[src/lhsm_pkg.sv]
package lhsm_pkg;

  // Build-time defaults for the top-level parameters
  localparam int NUM_ENDPOINTS_DEF = 4;
  localparam int COUNT_BITS_DEF    = 32;
  localparam int FIFO_DEPTH_DEF    = 2;

  // Fixed geometry
  localparam int NUM_BUCKETS = 8;
  localparam int BKT_W       = 3;
  localparam int EP_W        = 2;
  localparam int LAT_W       = 48;
  localparam int DL_W        = 32;
  localparam int DLNS_W      = 42;   // deadline scaled to ns
  localparam int NUM_DL      = 4;
  localparam int OUT_W       = 32;
  localparam int EST_W       = 37;
  localparam int EN_W        = 4;
  localparam int ADDR_W      = 5;
  localparam int DATA_W      = 32;
  localparam int REGIDX_W    = 3;

  // Register map (index = paddr / 4)
  localparam logic [REGIDX_W-1:0] REG_ENABLE = 3'd0;
  localparam logic [REGIDX_W-1:0] REG_DL0    = 3'd1;
  localparam logic [REGIDX_W-1:0] REG_DL1    = 3'd2;
  localparam logic [REGIDX_W-1:0] REG_DL2    = 3'd3;
  localparam logic [REGIDX_W-1:0] REG_DL3    = 3'd4;

  // Request kinds
  localparam logic MODE_RECORD = 1'b0;
  localparam logic MODE_QUERY  = 1'b1;

  // Configuration seen by the front end
  typedef struct packed {
    logic [EN_W-1:0]              enable;
    logic [NUM_DL-1:0][DL_W-1:0]  deadline;
  } lhsm_cfg_t;

  // Classified request passed from front to back
  typedef struct packed {
    logic             query;
    logic             present;
    logic [EP_W-1:0]  ep;
    logic [BKT_W-1:0] bucket;
    logic             miss;
  } lhsm_req_t;

  // Lower edge of bucket k+1, in ns
  function automatic logic [LAT_W-1:0] bucket_edge(input logic [BKT_W-1:0] k);
    logic [LAT_W-1:0] v;
    case (k)
      3'd0:    v = 48'd100_000;
      3'd1:    v = 48'd1_000_000;
      3'd2:    v = 48'd10_000_000;
      3'd3:    v = 48'd100_000_000;
      3'd4:    v = 48'd1_000_000_000;
      3'd5:    v = 48'd10_000_000_000;
      default: v = 48'd100_000_000_000;
    endcase
    return v;
  endfunction

  // Reported floor of a bucket; the lowest bucket reports zero
  function automatic logic [EST_W-1:0] lower_edge_ns(input logic [BKT_W-1:0] b);
    logic [LAT_W-1:0] e;
    e = bucket_edge(b - 3'd1);
    return (b == '0) ? '0 : e[EST_W-1:0];
  endfunction

endpackage

[src/lhsm_cfg.sv]
module lhsm_cfg import lhsm_pkg::*; #(
  parameter int NumEndpoints = NUM_ENDPOINTS_DEF
) (
  input  logic                    clk_i,
  input  logic                    rst_ni,
  input  logic                    psel,
  input  logic                    penable,
  input  logic                    pwrite,
  input  logic [ADDR_W-1:0]       paddr,
  input  logic [DATA_W-1:0]       pwdata,
  output logic [DATA_W-1:0]       prdata,
  output logic                    pready,
  output lhsm_cfg_t               cfg_o,
  output logic [NumEndpoints-1:0] clear_o
);

  logic [EN_W-1:0]             en_q, en_d;
  logic [NUM_DL-1:0][DL_W-1:0] dl_q, dl_d;
  logic [REGIDX_W-1:0]         idx;
  logic [EP_W-1:0]             dl_sel;
  logic                        wr;

  assign pready = 1'b1;
  assign idx    = paddr[ADDR_W-1:2];
  assign wr     = psel & penable & pwrite;
  assign dl_sel = EP_W'(idx - REG_DL0);

  // Register writes; a newly set enable bit clears that endpoint's counters
  always_comb begin
    en_d    = en_q;
    dl_d    = dl_q;
    clear_o = '0;
    if (wr) begin
      case (idx)
        REG_ENABLE: begin
          en_d    = pwdata[EN_W-1:0];
          clear_o = pwdata[NumEndpoints-1:0] & ~en_q[NumEndpoints-1:0];
        end
        REG_DL0, REG_DL1, REG_DL2, REG_DL3: begin
          if (int'(dl_sel) < NumEndpoints) begin
            dl_d[dl_sel] = pwdata[DL_W-1:0];
          end
        end
        default: ;
      endcase
    end
  end

  always_ff @(posedge clk_i or negedge rst_ni) begin
    if (!rst_ni) begin
      en_q <= '0;
      dl_q <= '0;
    end else begin
      en_q <= en_d;
      dl_q <= dl_d;
    end
  end

  // Read-back
  always_comb begin
    case (idx)
      REG_ENABLE: prdata = DATA_W'(en_q);
      REG_DL0:    prdata = dl_q[0];
      REG_DL1:    prdata = dl_q[1];
      REG_DL2:    prdata = dl_q[2];
      REG_DL3:    prdata = dl_q[3];
      default:    prdata = '0;
    endcase
  end

  assign cfg_o.enable   = en_q;
  assign cfg_o.deadline = dl_q;

endmodule

[src/lhsm_front.sv]
module lhsm_front import lhsm_pkg::*; #(
  parameter int NumEndpoints = NUM_ENDPOINTS_DEF
) (
  input  logic             start_i,
  input  logic             full_i,
  input  logic             mode_i,
  input  logic [EP_W-1:0]  endpoint_i,
  input  logic [LAT_W-1:0] latency_ns_i,
  input  lhsm_cfg_t        cfg_i,
  output logic             push_o,
  output lhsm_req_t        req_o
);

  logic              enabled;
  logic [DL_W-1:0]   dl;
  logic [DLNS_W-1:0] dl_ns;
  logic [BKT_W-1:0]  bkt;

  assign enabled = (int'(endpoint_i) < NumEndpoints) && cfg_i.enable[endpoint_i];

  // Deadline in ns: d*1000 = d*1024 - d*16 - d*8
  assign dl    = cfg_i.deadline[endpoint_i];
  assign dl_ns = (DLNS_W'(dl) << 10) - (DLNS_W'(dl) << 4) - (DLNS_W'(dl) << 3);

  // Decade bucket: lowest edge above the latency
  always_comb begin
    bkt = BKT_W'(NUM_BUCKETS - 1);
    for (int k = NUM_BUCKETS - 2; k >= 0; k--) begin
      if (latency_ns_i < bucket_edge(BKT_W'(k))) begin
        bkt = BKT_W'(k);
      end
    end
  end

  assign req_o.query   = (mode_i == MODE_QUERY);
  assign req_o.present = enabled;
  assign req_o.ep      = endpoint_i;
  assign req_o.bucket  = bkt;
  assign req_o.miss    = latency_ns_i > LAT_W'(dl_ns);

  // Records for disabled endpoints are dropped here
  assign push_o = start_i && !full_i && (req_o.query || enabled);

endmodule

[src/lhsm_fifo.sv]
module lhsm_fifo import lhsm_pkg::*; #(
  parameter int FifoDepth = FIFO_DEPTH_DEF
) (
  input  logic      clk_i,
  input  logic      rst_ni,
  input  logic      push_i,
  input  lhsm_req_t data_i,
  input  logic      pop_i,
  output lhsm_req_t data_o,
  output logic      empty_o,
  output logic      full_o
);

  localparam int AW = (FifoDepth > 1) ? $clog2(FifoDepth) : 1;
  localparam int CW = $clog2(FifoDepth + 1);

  lhsm_req_t         mem_q [FifoDepth];
  logic [AW-1:0]     wptr_q, wptr_d, rptr_q, rptr_d;
  logic [CW-1:0]     cnt_q, cnt_d;
  logic              do_push, do_pop;

  assign empty_o = (cnt_q == '0);
  assign full_o  = (cnt_q == CW'(FifoDepth));
  assign do_push = push_i && !full_o;
  assign do_pop  = pop_i && !empty_o;
  assign data_o  = mem_q[rptr_q];

  // Pointer and fill count
  always_comb begin
    wptr_d = wptr_q;
    rptr_d = rptr_q;
    cnt_d  = cnt_q;
    if (do_push) begin
      wptr_d = (wptr_q == AW'(FifoDepth - 1)) ? '0 : wptr_q + 1'b1;
    end
    if (do_pop) begin
      rptr_d = (rptr_q == AW'(FifoDepth - 1)) ? '0 : rptr_q + 1'b1;
    end
    case ({do_push, do_pop})
      2'b10:   cnt_d = cnt_q + 1'b1;
      2'b01:   cnt_d = cnt_q - 1'b1;
      default: cnt_d = cnt_q;
    endcase
  end

  always_ff @(posedge clk_i or negedge rst_ni) begin
    if (!rst_ni) begin
      wptr_q <= '0;
      rptr_q <= '0;
      cnt_q  <= '0;
    end else begin
      wptr_q <= wptr_d;
      rptr_q <= rptr_d;
      cnt_q  <= cnt_d;
    end
  end

  // Entry storage
  always_ff @(posedge clk_i) begin
    if (do_push) begin
      mem_q[wptr_q] <= data_i;
    end
  end

endmodule

[src/lhsm_back.sv]
module lhsm_back import lhsm_pkg::*; #(
  parameter int NumEndpoints = NUM_ENDPOINTS_DEF,
  parameter int CountBits    = COUNT_BITS_DEF
) (
  input  logic                    clk_i,
  input  logic                    rst_ni,
  input  lhsm_req_t               req_i,
  input  logic                    empty_i,
  output logic                    pop_o,
  input  logic [NumEndpoints-1:0] clear_i,
  output logic                    result_valid_o,
  output logic                    present_o,
  output logic [OUT_W-1:0]        sample_count_o,
  output logic [OUT_W-1:0]        deadline_misses_o,
  output logic [EST_W-1:0]        p50_ns_o,
  output logic [EST_W-1:0]        p99_ns_o
);

  localparam int EPW = (NumEndpoints > 1) ? $clog2(NumEndpoints) : 1;
  localparam int CUW = CountBits + 3;    // running sum of eight buckets
  localparam int N9W = CountBits + 7;    // 99 * n
  localparam int HW  = CountBits + 10;   // 100 * running sum + 49

  localparam logic ST_IDLE = 1'b0;
  localparam logic ST_SCAN = 1'b1;

  logic [CountBits-1:0] cnt_q [NumEndpoints][NUM_BUCKETS];
  logic [CountBits-1:0] cnt_d [NumEndpoints][NUM_BUCKETS];
  logic [CountBits-1:0] tot_q [NumEndpoints];
  logic [CountBits-1:0] tot_d [NumEndpoints];
  logic [CountBits-1:0] mis_q [NumEndpoints];
  logic [CountBits-1:0] mis_d [NumEndpoints];

  logic                 state_q, state_d;
  logic [EPW-1:0]       qep_q, qep_d;
  logic [BKT_W-1:0]     idx_q, idx_d;
  logic [CountBits-1:0] n_q, n_d, m_q, m_d;
  logic [N9W-1:0]       n99_q, n99_d;
  logic [CUW-1:0]       cum_q, cum_d;
  logic [HW-1:0]        h_q, h_d;
  logic                 f50_q, f50_d, f99_q, f99_d;
  logic [BKT_W-1:0]     b50_q, b50_d, b99_q, b99_d;

  logic                 vld_q, vld_d;
  logic                 pres_q, pres_d;
  logic [OUT_W-1:0]     cnto_q, cnto_d, miso_q, miso_d;
  logic [EST_W-1:0]     p50_q, p50_d, p99_q, p99_d;

  logic [EPW-1:0]       rd_ep, hd_ep;
  logic [BKT_W-1:0]     rd_b;
  logic [CountBits-1:0] rd_cnt, hd_tot;
  logic [CUW-1:0]       cum_nx;
  logic [HW-1:0]        h_nx, c100;
  logic                 hit50, hit99;
  logic [BKT_W-1:0]     fin50, fin99;
  logic [CountBits+OUT_W-1:0] n_wide, m_wide;

  function automatic logic [CountBits-1:0] sat_inc(input logic [CountBits-1:0] v);
    return (v == '1) ? v : v + 1'b1;
  endfunction

  // Single read port over the bucket counters
  assign hd_ep  = req_i.ep[EPW-1:0];
  assign rd_ep  = (state_q == ST_SCAN) ? qep_q : hd_ep;
  assign rd_b   = (state_q == ST_SCAN) ? idx_q : req_i.bucket;
  assign rd_cnt = cnt_q[rd_ep][rd_b];
  assign hd_tot = tot_q[hd_ep];

  // Running sums: 2*cum >= n gives the median, 100*cum + 49 >= 99*n the p99
  assign c100   = (HW'(rd_cnt) << 6) + (HW'(rd_cnt) << 5) + (HW'(rd_cnt) << 2);
  assign cum_nx = cum_q + CUW'(rd_cnt);
  assign h_nx   = h_q + c100;
  assign hit50  = {cum_nx, 1'b0} >= (CUW + 1)'(n_q);
  assign hit99  = h_nx >= HW'(n99_q);
  assign fin50  = f50_q ? b50_q : BKT_W'(NUM_BUCKETS - 1);
  assign fin99  = f99_q ? b99_q : BKT_W'(NUM_BUCKETS - 1);

  // Clamp counts to the 32-bit result fields
  assign n_wide = {OUT_W'(0), n_q};
  assign m_wide = {OUT_W'(0), m_q};

  always_comb begin
    cnt_d   = cnt_q;
    tot_d   = tot_q;
    mis_d   = mis_q;
    state_d = state_q;
    qep_d   = qep_q;
    idx_d   = idx_q;
    n_d     = n_q;
    m_d     = m_q;
    n99_d   = n99_q;
    cum_d   = cum_q;
    h_d     = h_q;
    f50_d   = f50_q;
    f99_d   = f99_q;
    b50_d   = b50_q;
    b99_d   = b99_q;
    vld_d   = 1'b0;
    pres_d  = pres_q;
    cnto_d  = cnto_q;
    miso_d  = miso_q;
    p50_d   = p50_q;
    p99_d   = p99_q;
    pop_o   = 1'b0;

    case (state_q)
      ST_IDLE: begin
        if (!empty_i) begin
          pop_o = 1'b1;
          if (!req_i.query) begin
            // Record: bucket, total and possibly misses
            cnt_d[hd_ep][req_i.bucket] = sat_inc(rd_cnt);
            tot_d[hd_ep] = sat_inc(hd_tot);
            if (req_i.miss) begin
              mis_d[hd_ep] = sat_inc(mis_q[hd_ep]);
            end
          end else if (!req_i.present) begin
            // Query of a disabled endpoint: all-zero result
            vld_d  = 1'b1;
            pres_d = 1'b0;
            cnto_d = '0;
            miso_d = '0;
            p50_d  = '0;
            p99_d  = '0;
          end else begin
            // Query: latch totals and start the bucket walk
            state_d = ST_SCAN;
            qep_d   = hd_ep;
            idx_d   = '0;
            n_d     = hd_tot;
            m_d     = mis_q[hd_ep];
            n99_d   = (N9W'(hd_tot) << 6) + (N9W'(hd_tot) << 5)
                    + (N9W'(hd_tot) << 1) + N9W'(hd_tot);
            cum_d   = '0;
            h_d     = HW'(49);
            f50_d   = 1'b0;
            f99_d   = 1'b0;
            b50_d   = '0;
            b99_d   = '0;
          end
        end
      end
      ST_SCAN: begin
        cum_d = cum_nx;
        h_d   = h_nx;
        if (hit50 && !f50_q) begin
          f50_d = 1'b1;
          b50_d = idx_q;
        end
        if (hit99 && !f99_q) begin
          f99_d = 1'b1;
          b99_d = idx_q;
        end
        idx_d = idx_q + 1'b1;
        if (idx_q == BKT_W'(NUM_BUCKETS - 1)) begin
          state_d = ST_IDLE;
          vld_d   = 1'b1;
          pres_d  = 1'b1;
          cnto_d  = (|n_wide[CountBits+OUT_W-1:OUT_W]) ? '1 : n_wide[OUT_W-1:0];
          miso_d  = (|m_wide[CountBits+OUT_W-1:OUT_W]) ? '1 : m_wide[OUT_W-1:0];
          p50_d   = (n_q == '0) ? '0 : lower_edge_ns(fin50);
          p99_d   = (n_q == '0) ? '0 : lower_edge_ns(fin99);
        end
      end
      default: state_d = ST_IDLE;
    endcase

    // Registration clears an endpoint's counters
    for (int e = 0; e < NumEndpoints; e++) begin
      if (clear_i[e]) begin
        for (int b = 0; b < NUM_BUCKETS; b++) begin
          cnt_d[e][b] = '0;
        end
        tot_d[e] = '0;
        mis_d[e] = '0;
      end
    end
  end

  // Counter state
  always_ff @(posedge clk_i or negedge rst_ni) begin
    if (!rst_ni) begin
      for (int e = 0; e < NumEndpoints; e++) begin
        for (int b = 0; b < NUM_BUCKETS; b++) begin
          cnt_q[e][b] <= '0;
        end
        tot_q[e] <= '0;
        mis_q[e] <= '0;
      end
      state_q <= ST_IDLE;
      vld_q   <= 1'b0;
    end else begin
      cnt_q   <= cnt_d;
      tot_q   <= tot_d;
      mis_q   <= mis_d;
      state_q <= state_d;
      vld_q   <= vld_d;
    end
  end

  // Query working registers and result payload
  always_ff @(posedge clk_i) begin
    qep_q  <= qep_d;
    idx_q  <= idx_d;
    n_q    <= n_d;
    m_q    <= m_d;
    n99_q  <= n99_d;
    cum_q  <= cum_d;
    h_q    <= h_d;
    f50_q  <= f50_d;
    f99_q  <= f99_d;
    b50_q  <= b50_d;
    b99_q  <= b99_d;
    pres_q <= pres_d;
    cnto_q <= cnto_d;
    miso_q <= miso_d;
    p50_q  <= p50_d;
    p99_q  <= p99_d;
  end

  assign result_valid_o    = vld_q;
  assign present_o         = pres_q;
  assign sample_count_o    = cnto_q;
  assign deadline_misses_o = miso_q;
  assign p50_ns_o          = p50_q;
  assign p99_ns_o          = p99_q;

endmodule

[src/latency_histogram_sla_monitor_top.sv]
// Channel   | Handshake                        | Payload
// ----------+----------------------------------+---------------------------------------
// request   | start, busy (taken: start & !busy)| mode_i, endpoint_i, latency_ns_i
// result    | result_valid_o, one-cycle strobe | present_o, sample_count_o,
//           |                                  | deadline_misses_o, p50_ns_o, p99_ns_o
// config    | APB psel/penable/pwrite, pready=1| paddr (reg * 4), pwdata, prdata
//
// Records update the counters from idle and stream at one per cycle between queries.
// A query walks the endpoint's eight bucket counters through the single counter read
// port; the result is strobed on the cycle after the last bucket is read.
// A two-entry request queue sits between classification and the engine; busy is the
// queue being full, which only happens behind a query. Results cannot be stalled.
// rst_ni clears all counters, enables and deadlines asynchronously.
module latency_histogram_sla_monitor_top import lhsm_pkg::*; #(
  parameter int NumEndpoints = NUM_ENDPOINTS_DEF,
  parameter int CountBits    = COUNT_BITS_DEF,
  parameter int FifoDepth    = FIFO_DEPTH_DEF
) (
  input  logic              clk_i,
  input  logic              rst_ni,
  // request
  input  logic              start,
  output logic              busy,
  input  logic              mode_i,
  input  logic [EP_W-1:0]   endpoint_i,
  input  logic [LAT_W-1:0]  latency_ns_i,
  // result
  output logic              result_valid_o,
  output logic              present_o,
  output logic [OUT_W-1:0]  sample_count_o,
  output logic [OUT_W-1:0]  deadline_misses_o,
  output logic [EST_W-1:0]  p50_ns_o,
  output logic [EST_W-1:0]  p99_ns_o,
  // configuration
  input  logic              psel,
  input  logic              penable,
  input  logic              pwrite,
  input  logic [ADDR_W-1:0] paddr,
  input  logic [DATA_W-1:0] pwdata,
  output logic [DATA_W-1:0] prdata,
  output logic              pready
);

  lhsm_cfg_t               cfg;
  logic [NumEndpoints-1:0] clear;
  lhsm_req_t               req_in, req_hd;
  logic                    push, pop, empty, full;

  assign busy = full;

  // Register block
  lhsm_cfg #(
    .NumEndpoints (NumEndpoints)
  ) u_cfg (
    .clk_i   (clk_i),
    .rst_ni  (rst_ni),
    .psel    (psel),
    .penable (penable),
    .pwrite  (pwrite),
    .paddr   (paddr),
    .pwdata  (pwdata),
    .prdata  (prdata),
    .pready  (pready),
    .cfg_o   (cfg),
    .clear_o (clear)
  );

  // Classification
  lhsm_front #(
    .NumEndpoints (NumEndpoints)
  ) u_front (
    .start_i      (start),
    .full_i       (full),
    .mode_i       (mode_i),
    .endpoint_i   (endpoint_i),
    .latency_ns_i (latency_ns_i),
    .cfg_i        (cfg),
    .push_o       (push),
    .req_o        (req_in)
  );

  // Request queue
  lhsm_fifo #(
    .FifoDepth (FifoDepth)
  ) u_fifo (
    .clk_i   (clk_i),
    .rst_ni  (rst_ni),
    .push_i  (push),
    .data_i  (req_in),
    .pop_i   (pop),
    .data_o  (req_hd),
    .empty_o (empty),
    .full_o  (full)
  );

  // Counter engine
  lhsm_back #(
    .NumEndpoints (NumEndpoints),
    .CountBits    (CountBits)
  ) u_back (
    .clk_i             (clk_i),
    .rst_ni            (rst_ni),
    .req_i             (req_hd),
    .empty_i           (empty),
    .pop_o             (pop),
    .clear_i           (clear),
    .result_valid_o    (result_valid_o),
    .present_o         (present_o),
    .sample_count_o    (sample_count_o),
    .deadline_misses_o (deadline_misses_o),
    .p50_ns_o          (p50_ns_o),
    .p99_ns_o          (p99_ns_o)
  );

endmodule
[config.mk]
export PLATFORM = sky130hd
export DESIGN_NAME = latency_histogram_sla_monitor_top
export DESIGN_NICKNAME = d
export VERILOG_FILES = /design/src/lhsm_pkg.sv /design/src/lhsm_cfg.sv /design/src/lhsm_front.sv /design/src/lhsm_fifo.sv /design/src/lhsm_back.sv /design/src/latency_histogram_sla_monitor_top.sv
export SDC_FILE = /design/constraint.sdc
export NUM_CORES = 2
export LEC_CHECK = 0
export BUFFER_PORTS_ARGS = -buffer_cell sky130_fd_sc_hd__buf_2
export CORE_ASPECT_RATIO = 0.8
export CORE_MARGIN = 5
export CORE_UTILIZATION = 55
export CTS_BUF_LIST = sky130_fd_sc_hd__clkbuf_2
export DETAILED_ROUTE_END_ITERATION = 8
export MAX_ROUTING_LAYER = met4
export PLACE_DENSITY = 0.72
export SLEW_MARGIN = 20
export SYNTH_ARGS = -nofsm -noshare
export SYNTH_HDL_FRONTEND = slang
export SYNTH_SLANG_ARGS = --single-unit
[constraint.sdc]
create_clock -name clk_i -period 12.77 [get_ports clk_i]
set_input_delay 1.277 -clock clk_i [delete_from_list [all_inputs] [get_ports clk_i]]
set_output_delay 1.277 -clock clk_i [all_outputs]
set_load 0.1 [all_outputs]
# Word level (Yosys, flattened, before mapping)
# Memory sizes are Yosys's and may differ from the RTL's.
# Index checks and enable logic that the tools add are counted.
[classes] addsub=20 n_lt_le_gt_ge=19 n_eq_ne=40 mux=132 n_bitwise=10 reduce_logical=42
[ops] op="$mux W1024" n=3
[ops] op="$mux W256" n=7
[ops] op="$bwmux W1024" n=1
[ops] op="$mux W128" n=7
[ops] op="$mux W32" n=26
[ops] op="$bmux W256 S2" n=1
[ops] op="$demux W256 S2" n=1
[ops] op="$pmux W37 S6" n=2
[ops] op="$bwmux W128" n=3
[ops] op="$mux W37" n=9
[ops] op="$bmux W32 S2" n=3
[ops] op="$pmux W32 S5" n=1
[ops] op="$pmux W37 S2" n=2
[ops] op="$demux W32 S2" n=2
[ops] op="$pmux W32 S2" n=2
[ops] op="$mux W42" n=3
[ops] op="$mux W35" n=3
[ops] op="$add A32 B1 Y32 const B" n=3
[ops] op="$bmux W32 S3" n=1
[ops] op="$demux W32 S3" n=1
[ops] op="$eq A32 B32 Y1 const B" n=3
[ops] op="$pmux W42 S2" n=1
[ops] op="$add A38 B37 Y39" n=2
[ops] op="$pmux W35 S2" n=1
[ops] op="other kinds (60)" n=175
[word_totals] register_bits=1750 ramBits=16 inputBits=94 out_inout_bits=174 wordCells=330 mem_count=1
[mem_list] name="u_fifo.mem_q" depth=2 width=8 rd=1 rd_ports_with_merged_regs=0 wr=1 line_no="lhsm_fifo.sv:17" rtl="lhsm_req_t mem_q [FifoDepth];"

# Depth between registers and ports, before layout
# An unclocked memory read counts as a cell.
[depth] depth_word=16 depth_mapped=46 ltp_nobuf=41

# By module
# Synthesis repeated with hierarchy kept, for this count alone.
[unflattened] cells_unflattened=7658 hier_area_um2=91036.1
[modules_own_cells] module="lhsm_back" n_inst=1 cells_each=6600 area_per_inst_um2=79326.1 seq_area_each_um2=41179.5
[modules_own_cells] module="lhsm_cfg" n_inst=1 cells_each=409 area_per_inst_um2=5878.1 seq_area_each_um2=3303.2
[modules_own_cells] module="lhsm_front" n_inst=1 cells_each=606 area_per_inst_um2=5057.4 seq_area_each_um2=0.0
[modules_own_cells] module="lhsm_fifo" n_inst=1 cells_each=43 area_per_inst_um2=774.5 seq_area_each_um2=580.6

# Least setup slack after synthesis
# No wires, ideal clock.
[synth_timing] kind="reg-to-reg" start="register u_fifo.rptr_q" end="register u_back.cum_q[0], enable pin" setup_time_ns=0.403 t_arrival_ns=10.743 required_ns=12.367 slack_ns=1.625 path_stages_with_launch=6 n_path_buf=2 synth_period_minus_slack_ns=11.145 path_cell_list="dfrtp_1 > buf_2 > clkbuf_1 > nand3b_1 > a211oi_1 > or2_2"
[synth_via] elab_chain_len=3 elab_cells_between_ends=4 cone_classes="2 x eq/ne; 1 x reduce/logical; 1 x memory"
[synth_rtl] item="start, declared" line_no="lhsm_fifo.sv:18" rtl="logic [AW-1:0] wptr_q, wptr_d, rptr_q, rptr_d;"
[synth_rtl] item="start signal, assigned" line_no="lhsm_fifo.sv:53" rtl="rptr_q <= rptr_d;"
[synth_rtl] item="$mem_v2 Z2 W8 (*)"
[synth_rtl] item="$ne A2 B1 Y1 (no line)"
[synth_rtl] item="$reduce_and A3 Y1 (no line) (*)"
[synth_rtl] item="end signal, assigned" line_no="lhsm_back.sv:208" rtl="cum_q <= cum_d;"
[synth_rtl] item="end, declared" line_no="lhsm_back.sv:39" rtl="logic [CUW-1:0] cum_q, cum_d;"
# Every way passes the cells marked *; elsewhere a longest branch is shown, timed or not.
# A chain may end at the register's enable or synchronous reset.

# Worst setup path after layout
[layout_timing] start="register u_fifo.rptr_q" end="register u_back.b99_q[2], enable pin"
[layout_via] elab_chain_len=16 elab_cells_between_ends=20 cone_classes="3 x add/sub; 1 x order compare; 3 x eq/ne; 8 x mux; 2 x bitwise; 2 x reduce/logical; 1 x memory"
[layout_rtl] item="$mem_v2 Z2 W8 (*)"
[layout_rtl] item="$mux W2" line_no="lhsm_back.sv:64" rtl="assign rd_ep = (state_q == ST_SCAN) ? qep_q : hd_ep;"
[layout_rtl] item="$not A2 Y3 (implied by the code)" line_no="lhsm_back.sv:66" rtl="assign rd_cnt = cnt_q[rd_ep][rd_b];"
[layout_rtl] item="$bmux W256 S2" line_no="lhsm_back.sv:66"
[layout_rtl] item="$mux W256 (implied by the code) (2 in a row)" line_no="lhsm_back.sv:66"
[layout_rtl] item="$bmux W32 S3 (*)" line_no="lhsm_back.sv:66"
[layout_rtl] item="$mux W32 (implied by the code) (*) (2 in a row)" line_no="lhsm_back.sv:66"
[layout_rtl] item="$add A38 B37 Y39" line_no="lhsm_back.sv:70" rtl="assign c100 = (HW'(rd_cnt) << 6) + (HW'(rd_cnt) << 5) + (HW'(rd_cnt) << 2);"
[layout_rtl] item="$add A42 B34 Y42 (*)" line_no="lhsm_back.sv:70"
[layout_rtl] item="$add A42 B42 Y42 (*)" line_no="lhsm_back.sv:72" rtl="assign h_nx = h_q + c100;"
[layout_rtl] item="via u_back.h_nx[37]" line_no="lhsm_back.sv:53" rtl="logic [HW-1:0] h_nx, c100;"
[layout_rtl] item="$ge A42 B39 Y1 (*)" line_no="lhsm_back.sv:74" rtl="assign hit99 = h_nx >= HW'(n99_q);"
[layout_rtl] item="$logic_and A1 B1 Y1 (*)" line_no="lhsm_back.sv:150" rtl="if (hit99 && !f99_q) begin"
[layout_rtl] item="$ne A2 B2 Y1 (no line) (*)"
[layout_rtl] item="$reduce_and A4 Y1 (no line) (*)"
[layout_rtl] item="end signal, assigned" line_no="lhsm_back.sv:213" rtl="b99_q <= b99_d;"
[layout_rtl] item="end, declared" line_no="lhsm_back.sv:42" rtl="logic [BKT_W-1:0] b50_q, b50_d, b99_q, b99_d;"
# The timed path passes the listed nets; every way through them passes the cells marked *. The select of a mux whose other input is x is not followed.

==> flow_summary.json <==
{
  "crit_family": "compound AO/OA/AOI/OAI gates",
  "netlist_area_sq_um": 91200,
  "final_common_cell": "dfrtp_1",
  "cap_viol_max_count": 0,
  "final.setup.tns_ns": 0,
  "multi_input_area_sq_um": 43400,
  "period_share_pct": 92.7,
  "critPathArrivalTime_ns": 13.29,
  "final_nets": 8318,
  "clock_latency_ns": 1.84,
  "critPathKind": "register to register",
  "synth_seq_cells": 1737,
  "critPathBufInv": 3,
  "grt_start_max_net_pins": 189,
  "crit_end": "u_back.b99_q[2]",
  "r2r_end": "u_back.b99_q[2]",
  "wirelength_mm": 277,
  "fin_crit_ns": 11.84,
  "root_buffer": "clkbuf_2",
  "avgSynthCellArea_sq_um": 12.3,
  "r2r_setup_slack_ns": 0.93,
  "cts_tree": "done",
  "rsz0062_at_grt": "no",
  "yosysWarnings": 0,
  "yosysSeqAreaShare_pct": 49.4,
  "drt_iter0_drc": 7332,
  "portBuffers": 250,
  "drc": 0,
  "critPathMaxFanout": 20,
  "initial_utilization_pct": 55.4,
  "htreeDepth": 5,
  "grt_pass1_wl_mm": 424,
  "antenna_found_initial": 24,
  "synth_edf_count": 319,
  "yosys.cell_types.count": 95,
  "clk_path_buf_depth": 4,
  "slew_violations": 0,
  "dr_total_vias": 67800,
  "cp-end-kind": "register",
  "setup_viol": 0,
  "cts_setup_buffers": 0,
  "ff_latch_area_sq_um": 45100,
  "track_usage_pct": 32.5,
  "worst_slew_pin_slew_ns": 1.19,
  "worstRegToRegCells": 37,
  "dp_slack_ns": 1.30,
  "layout_common_cells": "dfrtp_1 (1417), a22o_1 (1026), clkbuf_2 (612)",
  "via_per_inst": 6.60,
  "async_reset_ff_share_pct": 81.6,
  "r2r-start": "u_fifo.rptr_q",
  "drtPass1Iterations": 6,
  "worst-path-stages": 37,
  "worst_clock_skew_ns": 0.240,
  "max-slew-margin-rel_pct": 20.1,
  "rows": 133,
  "clkTransAtPathRegs_ns": 0.11,
  "gr-total-overflow": 0,
  "holdCritPathClass": "primary input to register",
  "wire_per_inst_um": 27.0,
  "coreArea_sq_um": 165000,
  "area_growth_pct": 9.16,
  "yosysTopAreaCell": "dfrtp_1",
  "start_kind": "register",
  "cts-buffers-inserted": 425,
  "syn_inst": 7420,
  "final_antenna_net_count": 0,
  "grt_pass1_vias": 68600,
  "synth.top_cell.area_share_pct": 38.9,
  "slowest_stage": "a211oi_1",
  "ys.flop_type": "dfrtp_1",
  "cp_common_cell": "a211oi_1",
  "fin_util_pct": 60.5,
  "fmax_mhz": 84.4,
  "place_congestion": 0.955,
  "dp.cells": 9454,
  "layout_setup_ws_ns": 0.927,
  "slowest_delay_ns": 0.94,
  "io_pins": 268,
  "critical_path_required_ns": 14.22,
  "run_status": "complete, no violations",
  "die_w_um": 465,
  "die-area_sq_um": 174000,
  "cp-startpoint": "u_fifo.rptr_q",
  "die_h_um": 374,
  "report.final.hold_viol_count": 0,
  "place_hpwl_mm": 176,
  "stdcell_count": 10300,
  "drive_above_1_share_pct": 21.8,
  "clkSinkCount": 1737,
  "fill_cells": 13100,
  "synth.area.top_cells": "dfrtp_1 (39%), edfxtp_1 (11%), a22o_1 (9.9%), mux4_2 (8.3%), ha_1 (4.7%)"
}
==> repair_timing <==
item	4_1_cts	5_1_grt
hold endpoints to repair	276	0
hold buffers	35	0
endpoints found under the setup margin	0	0
gates resized for setup	0	0
==> state kept, by name, indices dropped and copies added, names as in the netlist, 4 cells and up <==
register / flops
u_back.cnt_q: 1024
u_back.cum_q: 35
u_back.deadline_misses_o: 32
u_back.h_q: 40
u_back.m_q: 32
u_back.mis_q: 128
u_back.n99_q: 39
u_back.n_q: 31
u_back.p50_ns_o: 24
u_back.p99_ns_o: 24
u_back.sample_count_o: 32
u_back.tot_q: 128
u_cfg.cfg_o: 128
u_cfg.en_q: 4
u_fifo.mem_q: 16
==> cell usage after synthesis (50+ instances only) <==
| cell type | n |
|---|---|
| dfrtp_1 | 1418 |
| a22o_1 | 1027 |
| nor2_1 | 410 |
| clkbuf_1 | 357 |
| ha_1 | 345 |
| mux4_2 | 337 |
| nand2_1 | 335 |
| edfxtp_1 | 319 |
| a21oi_1 | 290 |
| inv_1 | 261 |
| o21ai_0 | 239 |
| a211oi_1 | 200 |
| mux2_2 | 148 |
| xnor2_1 | 147 |
| mux2i_1 | 135 |
| a21o_1 | 129 |
| buf_2 | 128 |
| and2_1 | 114 |
| fa_1 | 112 |
| xor2_1 | 98 |
| nor2b_1 | 87 |
| buf_4 | 68 |
| nor3_1 | 66 |
| a22oi_1 | 65 |
| nand3_1 | 60 |
| nand4_1 | 50 |
==> kinds of logic (layout without fill, tap and decap cells) <==
kind of cell / count (synthesis) / in the layout / synth area share (%)
muxes: 624 / 624 / 11.7
and+or+nand+nor: 1288 / 1288 / 6.78
other: 2 / 43 / 0.00824
buffers and inverters: 845 / 1494 / 4.03
DFF: 1737 / 1737 / 49.4
AOI/OAI and AO/OA: 2209 / 2209 / 18.3
xor gates and xnor gates: 258 / 258 / 2.59
adders and majority gates: 457 / 457 / 7.19
==> layer usage <==
layer / track usage (%) / share of wire (%) / vias to the layer above
li1: - / - / 28800
met1: 44.7 / 41 / 34500
met2: 45.6 / 43 / 3853
met3: 10.3 / 12 / 574
met4: 11.7 / 3.5 / 0
met5: - / 0 / -
==> stage by stage <==
stage | hold WS (ns) | cell area, sq um
2_1_floorplan | 0.445 | 91200
3_3_place_gp | 0.457 | 95000
3_5_place_dp | 0.469 | 95100
4_1_cts | 0.0101 | 99100
5_1_grt | 0.0488 | 99500
6_report | 0.219 | 99500
==> tightest hold or removal path, delay by kind of cell <==
| kind | cells | cell delay, ns |
|---|---|---|
| AOI/OAI and AO/OA | 2 | 0.36 |
| buffers and inverters | 1 | 0.15 |
==> final cells by class <==
class                   count  area share (%)
clock buffers             612            3.08
repair buffers            487            3.54
flip-flops and latches   1737            45.3
well taps                2160            2.72
inverters                 265            1.00
diodes                     28          0.0704
clock inverters           130           0.651
multi-input cells        4851            43.7
==> worst min path at each step <==
stage	startpoint	depth (start not counted)	endpoint
after floorplan	u_back.mis_q[33]	2	u_back.mis_q[33]
after global placement	u_back.mis_q[72]	2	u_back.mis_q[72]
after detailed placement	u_back.mis_q[48]	2	u_back.mis_q[48]
after CTS	latency_ns_i[17]	3	u_fifo.mem_q[0][1]
after global routing	latency_ns_i[17]	3	u_fifo.mem_q[0][1]
final	latency_ns_i[17]	3	u_fifo.mem_q[0][1]
Power is not shown: default switching activity piles up to over one toggle a cycle in this logic, so the estimate is an artifact.
